==> config.mk <==
export PLATFORM = sky130hd
export DESIGN_NAME = dmma_ctrl
export DESIGN_NICKNAME = d
export VERILOG_FILES = /design/src/design/dmma_pkg.sv /design/src/design/dmma_ctrl.sv
export SDC_FILE = /design/constraint.sdc
export NUM_CORES = 1
export LEC_CHECK = 0
export BUFFER_PORTS_ARGS = -buffer_cell sky130_fd_sc_hd__buf_2
export CORE_MARGIN = 4
export CORE_UTILIZATION = 52
export DETAILED_ROUTE_END_ITERATION = 16
export PLACE_DENSITY = 0.86
export RECOVER_POWER = 100
export REMOVE_ABC_BUFFERS = 1
export SYNTH_ARGS = -nofsm -noshare
export SYNTH_HDL_FRONTEND = slang
export SYNTH_SLANG_ARGS = --single-unit
==> constraint.sdc <==
create_clock -name clock -period 5.4 [get_ports clock]
set_clock_uncertainty 0.1 [all_clocks]
set_input_delay 1.08 -clock clock [delete_from_list [all_inputs] [get_ports clock]]
set_output_delay 1.08 -clock clock [all_outputs]
set_load 0.005 [all_outputs]
==> src/design/dmma_pkg.sv <==
// Shared types, codes and field widths for the dense matrix multiply-accumulate core.
// Used by the controller, the datapath, the top level and the port checker.
// Depends on nothing.
package dmma_pkg;

   localparam int DMMA_MAX_DIM = 16;

   localparam int OP_W   = 3;
   localparam int ROW_W  = 4;
   localparam int COL_W  = 4;
   localparam int VAL_W  = 16;
   localparam int ACC_W  = 48;
   localparam int PROD_W = 2 * VAL_W;
   localparam int SIZE_W = 5;

   localparam int REQ_DATA_W = ROW_W + COL_W + VAL_W;
   localparam int RSP_DATA_W = ROW_W + COL_W + ACC_W;

   localparam logic [SIZE_W-1:0] SIZE_RESET = SIZE_W'(16);

   localparam logic signed [ACC_W-1:0] ACC_MAX = {1'b0, {(ACC_W-1){1'b1}}};
   localparam logic signed [ACC_W-1:0] ACC_MIN = {1'b1, {(ACC_W-1){1'b0}}};

   typedef enum logic [OP_W-1:0] {
      OP_WR_A = 3'd0,
      OP_WR_B = 3'd1,
      OP_WR_C = 3'd2,
      OP_MUL  = 3'd3,
      OP_RD_C = 3'd4
   } dmma_op_type;

   // Controller to datapath.
   typedef struct packed {
      logic                    wr_a;
      logic                    wr_b;
      logic                    wr_c;
      logic                    clr_c;
      logic                    rd_c;
      logic                    rd_inside;
      logic                    mac_valid;
      logic                    mac_first;
      logic                    mac_last;
      logic [ROW_W-1:0]        row;
      logic [COL_W-1:0]        col;
      logic signed [VAL_W-1:0] value;
   } dmma_cmd_type;

   // Datapath to controller.
   typedef struct packed {
      logic mac_busy;
      logic rsp_room;
   } dmma_sts_type;

   // One result item, first field in the highest bits.
   typedef struct packed {
      logic signed [ACC_W-1:0] out_value;
      logic [COL_W-1:0]        out_col;
      logic [ROW_W-1:0]        out_row;
   } dmma_rsp_type;

endpackage

==> src/design/dmma_ctrl.sv <==
// Controller of the matrix core: request decode, clearing sweep and the i/j/k sequencer.
// Drives commands and addresses into dmma_dp and reads back its status.
// Depends on dmma_pkg.
module dmma_ctrl #(
   parameter int MAX_DIM = dmma_pkg::DMMA_MAX_DIM,
   localparam int AW = $clog2(MAX_DIM * MAX_DIM)
) (
   input  logic                          clock,
   input  logic                          reset,
   input  logic                          csr_wr_en,
   input  logic [dmma_pkg::SIZE_W-1:0]   csr_wr_data,
   input  logic                          req_tvalid,
   output logic                          req_tready,
   input  logic [dmma_pkg::OP_W-1:0]     req_tuser,
   input  logic [dmma_pkg::REQ_DATA_W-1:0] req_tdata,
   input  dmma_pkg::dmma_sts_type        sts,
   output dmma_pkg::dmma_cmd_type        cmd,
   output logic [AW-1:0]                 a_addr,
   output logic [AW-1:0]                 b_addr,
   output logic [AW-1:0]                 c_addr
);
   import dmma_pkg::*;

   localparam int IW    = $clog2(MAX_DIM);
   localparam int NW    = $clog2(MAX_DIM + 1);
   localparam int CELLS = MAX_DIM * MAX_DIM;

   typedef enum logic [1:0] {ST_CLEAR, ST_IDLE, ST_MUL, ST_DRAIN} state_type;

   state_type               state_ff, state_in;
   logic [AW-1:0]           clr_ff, clr_in;
   logic [IW-1:0]           i_ff, i_in, j_ff, j_in, k_ff, k_in;
   logic [NW-1:0]           n_ff, n_in, dim, n_m1;
   logic [SIZE_W-1:0]       size_ff, size_in;
   logic [ROW_W-1:0]        row;
   logic [COL_W-1:0]        col;
   logic signed [VAL_W-1:0] value;
   logic                    in_range, accept, last_k, last_j, last_i;
   logic [AW-1:0]           item_addr;

   assign row   = req_tdata[ROW_W-1:0];
   assign col   = req_tdata[ROW_W+COL_W-1:ROW_W];
   assign value = $signed(req_tdata[REQ_DATA_W-1:ROW_W+COL_W]);

   assign in_range  = (int'(row) < MAX_DIM) && (int'(col) < MAX_DIM);
   assign item_addr = in_range ? AW'(int'(row) * MAX_DIM + int'(col)) : '0;

   assign req_tready = (state_ff == ST_IDLE) && sts.rsp_room;
   assign accept     = req_tvalid && req_tready;

   always_comb begin
      if (size_ff == '0) begin
         dim = NW'(1);
      end else if (int'(size_ff) > MAX_DIM) begin
         dim = NW'(MAX_DIM);
      end else begin
         dim = NW'(size_ff);
      end
   end

   assign n_m1   = n_ff - NW'(1);
   assign last_k = (NW'(k_ff) == n_m1);
   assign last_j = (NW'(j_ff) == n_m1);
   assign last_i = (NW'(i_ff) == n_m1);

   always_comb begin
      state_in = state_ff;
      clr_in   = clr_ff;
      i_in     = i_ff;
      j_in     = j_ff;
      k_in     = k_ff;
      n_in     = n_ff;
      size_in  = csr_wr_en ? csr_wr_data : size_ff;

      cmd       = '0;
      cmd.row   = row;
      cmd.col   = col;
      cmd.value = value;
      a_addr    = item_addr;
      b_addr    = item_addr;
      c_addr    = item_addr;

      case (state_ff)
         ST_CLEAR: begin
            cmd.clr_c = 1'b1;
            c_addr    = clr_ff;
            clr_in    = clr_ff + AW'(1);
            if (clr_ff == AW'(CELLS - 1)) begin
               state_in = ST_IDLE;
            end
         end
         ST_IDLE: begin
            if (accept) begin
               case (req_tuser)
                  OP_WR_A: cmd.wr_a = in_range;
                  OP_WR_B: cmd.wr_b = in_range;
                  OP_WR_C: cmd.wr_c = in_range;
                  OP_MUL: begin
                     state_in = ST_MUL;
                     n_in     = dim;
                     i_in     = '0;
                     j_in     = '0;
                     k_in     = '0;
                  end
                  OP_RD_C: begin
                     cmd.rd_c      = 1'b1;
                     cmd.rd_inside = in_range;
                  end
                  default: ;
               endcase
            end
         end
         ST_MUL: begin
            cmd.mac_valid = 1'b1;
            cmd.mac_first = (k_ff == '0);
            cmd.mac_last  = last_k;
            a_addr = AW'(int'(i_ff) * MAX_DIM + int'(k_ff));
            b_addr = AW'(int'(k_ff) * MAX_DIM + int'(j_ff));
            c_addr = AW'(int'(i_ff) * MAX_DIM + int'(j_ff));
            if (last_k) begin
               k_in = '0;
               if (last_j) begin
                  j_in = '0;
                  if (last_i) begin
                     state_in = ST_DRAIN;
                  end else begin
                     i_in = i_ff + IW'(1);
                  end
               end else begin
                  j_in = j_ff + IW'(1);
               end
            end else begin
               k_in = k_ff + IW'(1);
            end
         end
         ST_DRAIN: begin
            if (!sts.mac_busy) begin
               state_in = ST_IDLE;
            end
         end
         default: state_in = ST_CLEAR;
      endcase
   end

   always_ff @(posedge clock) begin
      if (reset) begin
         state_ff <= ST_CLEAR;
         clr_ff   <= '0;
         i_ff     <= '0;
         j_ff     <= '0;
         k_ff     <= '0;
         n_ff     <= NW'(1);
         size_ff  <= SIZE_RESET;
      end else begin
         state_ff <= state_in;
         clr_ff   <= clr_in;
         i_ff     <= i_in;
         j_ff     <= j_in;
         k_ff     <= k_in;
         n_ff     <= n_in;
         size_ff  <= size_in;
      end
   end

endmodule

==> impl_metrics.json <==
{
  "endpoint_kind": "output port",
  "grt_overflow": 0,
  "slew_viol_final": 0,
  "syn_area_per_cell_um2": 7.85,
  "setup_tns_ns": 0,
  "synth_compound_area_share_pct": 11.3,
  "yosys.area_share.adder_pct": 5.98,
  "synth-seq-cells": 32,
  "rsz0062_at_grt": "no",
  "ys.flop_type": "dfxtp_1",
  "async_reset_ff_share_pct": 0,
  "met3_usage_pct": 10.8,
  "slew_headroom_pct": 7.75,
  "num-fill-cells": 404,
  "cp_common_cell": "clkbuf_1",
  "synth-edff-count": 0,
  "wire_per_inst_um": 14.5,
  "grt_max_degree": 32,
  "yosysWarnings": 0,
  "power.leakage_nw": 1.10,
  "finalSetupViolations": 0,
  "ant_nets": 0,
  "finalNetCount": 377,
  "num_antenna_cells": 0,
  "cts.sinks": 32,
  "cts-root-buf": "clkbuf_8",
  "crit_chain": "inv_1 > ha_1 > clkbuf_1 > clkinv_1 > nand2_1 > o211ai_1 > clkbuf_1",
  "synth.distinct_cells": 47,
  "drt_iter0_markers": 186,
  "drc": 0,
  "worst_slew_pin_slew_ns": 1.38,
  "drive_above_1_share_pct": 15.8,
  "max_freq_mhz": 242,
  "synth_top_family_by_area": "simple AND/OR/NAND/NOR gates",
  "multi_input_area_um2": 1370,
  "hp-class": "flop to flop",
  "area_growth_pct": 8.27,
  "netlist_instances": 293,
  "clk-insertion-delay-late_ns": 0.30,
  "regArea_um2": 641,
  "finalPower_mw": 0.534,
  "die_x_um": 74.5,
  "fin_crit_sh_pct": 76.5,
  "critical-path-top-delay-family": "buffers and inverters",
  "ctsLongestPathBuffers": 2,
  "cts_resized": 0,
  "antenna_found_initial": 0,
  "synthMuxAreaShare_pct": 3.97,
  "synth_area_um2": 2300,
  "start_util_pct": 55.5,
  "grt.busiest_layer": "met2",
  "drv_cap": 0,
  "criticalPathCategory": "flop to output port",
  "post-route-min-period_ns": 4.13,
  "drt-pass1-iter-count": 4,
  "worstPathArrival_ns": 2.95,
  "ctsHtreeMaxLevel": 2,
  "vias": 2073,
  "hpwl_um": 4220,
  "rows": 23,
  "start_kind": "flop",
  "place_congestion": 0.815,
  "routed_wl_um": 5480,
  "use_met1_pct": 24.1,
  "chipHeight_um": 74.5,
  "fp.dieArea_um2": 5550,
  "post-cts-setup-buffers": 0,
  "clk_pin_slew_ns": 0.07,
  "yosysSeqAreaShare_pct": 27.8,
  "synth_xor_area_share_pct": 11.1,
  "cts_tree": "done",
  "crit_required_ns": 4.22,
  "timing.critical_path.buf_inv": 4,
  "use_met2_pct": 32.6,
  "pin_count": 96,
  "via_per_inst": 5.47,
  "holdWs_ns": 0.394,
  "grt_usage_pct": 20.7,
  "portBuffers": 63,
  "grt_pass1_vias": 1949,
  "max-vdd-ir-drop_v": 0.000128,
  "crit_path_max_fanout": 27,
  "status": "finished, final reports clean",
  "core_area_um2": 4140,
  "power.density_nw_per_um2": 214,
  "holdBufCountCts": 0,
  "slowest_stage": "clkbuf_1",
  "grt_pass1_wl_um": 8750,
  "hold_viol_final": 0,
  "slowest_delay_ns": 0.84,
  "synthSimpleGateAreaFrac_pct": 27.9,
  "numCtsBuffers": 5
}
==> final cells by class <==
class                      count  area share [%]
clock buffer                   5            2.76
clock inverter                 3           0.954
inverter                       9            1.36
multi-input combinational    216            55.1
sequential                    32            25.7
tap                           50            2.51
timing repair buffer          64            11.6
==> state kept, by name, indices dropped and copies added, names as in the netlist <==
register / cells
k_ff: 4
clr_ff: 8
i_ff: 4
size_ff: 5
n_ff: 5
j_ff: 4
state_ff: 2
==> logic make-up (layout without fill, tap and decap cells) <==
| kind of cell | Yosys count | after routing |
|---|---|---|
| AOI/OAI and AO/OA | 40 | 40 |
| xor gates and xnor gates | 22 | 22 |
| adders and majority gates | 11 | 11 |
| buffers and inverters | 45 | 81 |
| DFF | 32 | 32 |
| muxes | 9 | 9 |
| and+or+nand+nor | 134 | 134 |
==> where the power goes <==
group	leakage (nW)	switching, mW	internal (mW)
clock network	0.0404	0.0973	0.0912
logic	0.802	0.0507	0.0399
registers	0.259	0.00996	0.245
==> cell usage in the layout (no fill, tap or decap), drive strengths merged, types with 2 or more instances in the layout <==
cell type,instances
nor2,28
nand4,6
and2,4
nand2b,3
nor2b,5
a31oi,2
clkbuf,32
xor2,8
nor3,4
dfxtp,32
o2bb2ai,2
or3,4
nand2,60
inv,8
a211o,2
clkinvlp,2
buf,37
nor4,2
o21ai,7
a211oi,2
nor3b,5
xnor3,3
and3,2
xnor2,11
nand3,9
ha,11
a21oi,12
clkinv,2
mux2i,8
o211ai,8
==> tightest hold or removal path, stage by stage (launching register included) <==
cell	delay, ns
dfxtp_1	0.33
mux2i_1	0.06
nor2_1	0.07
==> routing by layer <==
layer / share of wire, % / routed length, um / vias to the layer above
met3: 12 / 645 / 7
li1: - / - / 1035
met1: 41 / 2220 / 948
met4: 1.3 / 71 / 0
met2: 46 / 2540 / 83
met5: 0 / 0 / -
==> path summary, 6_finish.rpt <==
| path | from | endpoint | slack (ns) | cells past startpoint |
|---|---|---|---|---|
| worst max register to register | state_ff[0] | i_ff[2] | 2.11 | 7 |
| worst min-delay path | size_ff[0] | size_ff[0] | 0.39 | 2 |
| worst min register to register | size_ff[0] | size_ff[0] | 0.39 | 2 |
| worst max-delay path | state_ff[0] | c_addr[6] | 1.27 | 7 |
==> Yosys cell counts (all sizes together) (4+ instances only) <==
master,n,area (um^2)
nand3,9,45.0
nand4,6,52.6
buf,28,208
ha,11,138
or3,4,25.0
inv,8,30.0
o21ai,7,35.0
xnor2,11,111
xor2,8,77.6
o211ai,8,60.1
nor2b,5,31.3
dfxtp,32,641
mux2i,8,80.1
nor3b,5,37.5
nor3,4,25.0
and2,4,25.0
nor2,28,105
nand2,60,233
a21oi,12,60.1
clkbuf,8,31.3
==> stage by stage <==
stage                     std cells  util (%)  setup WS [ns]  cell area (um^2)
after global routing            379      60.1           1.04              2490
final                           379      60.1           1.27              2490
after detailed placement        371      59.1           2.43              2450
after CTS                       379      61.3           2.18              2540
after floorplan                 257         -           2.53              2060
after global placement          371      59.1           2.45              2450
No activity file was read; power rests on OpenSTA's default activity.
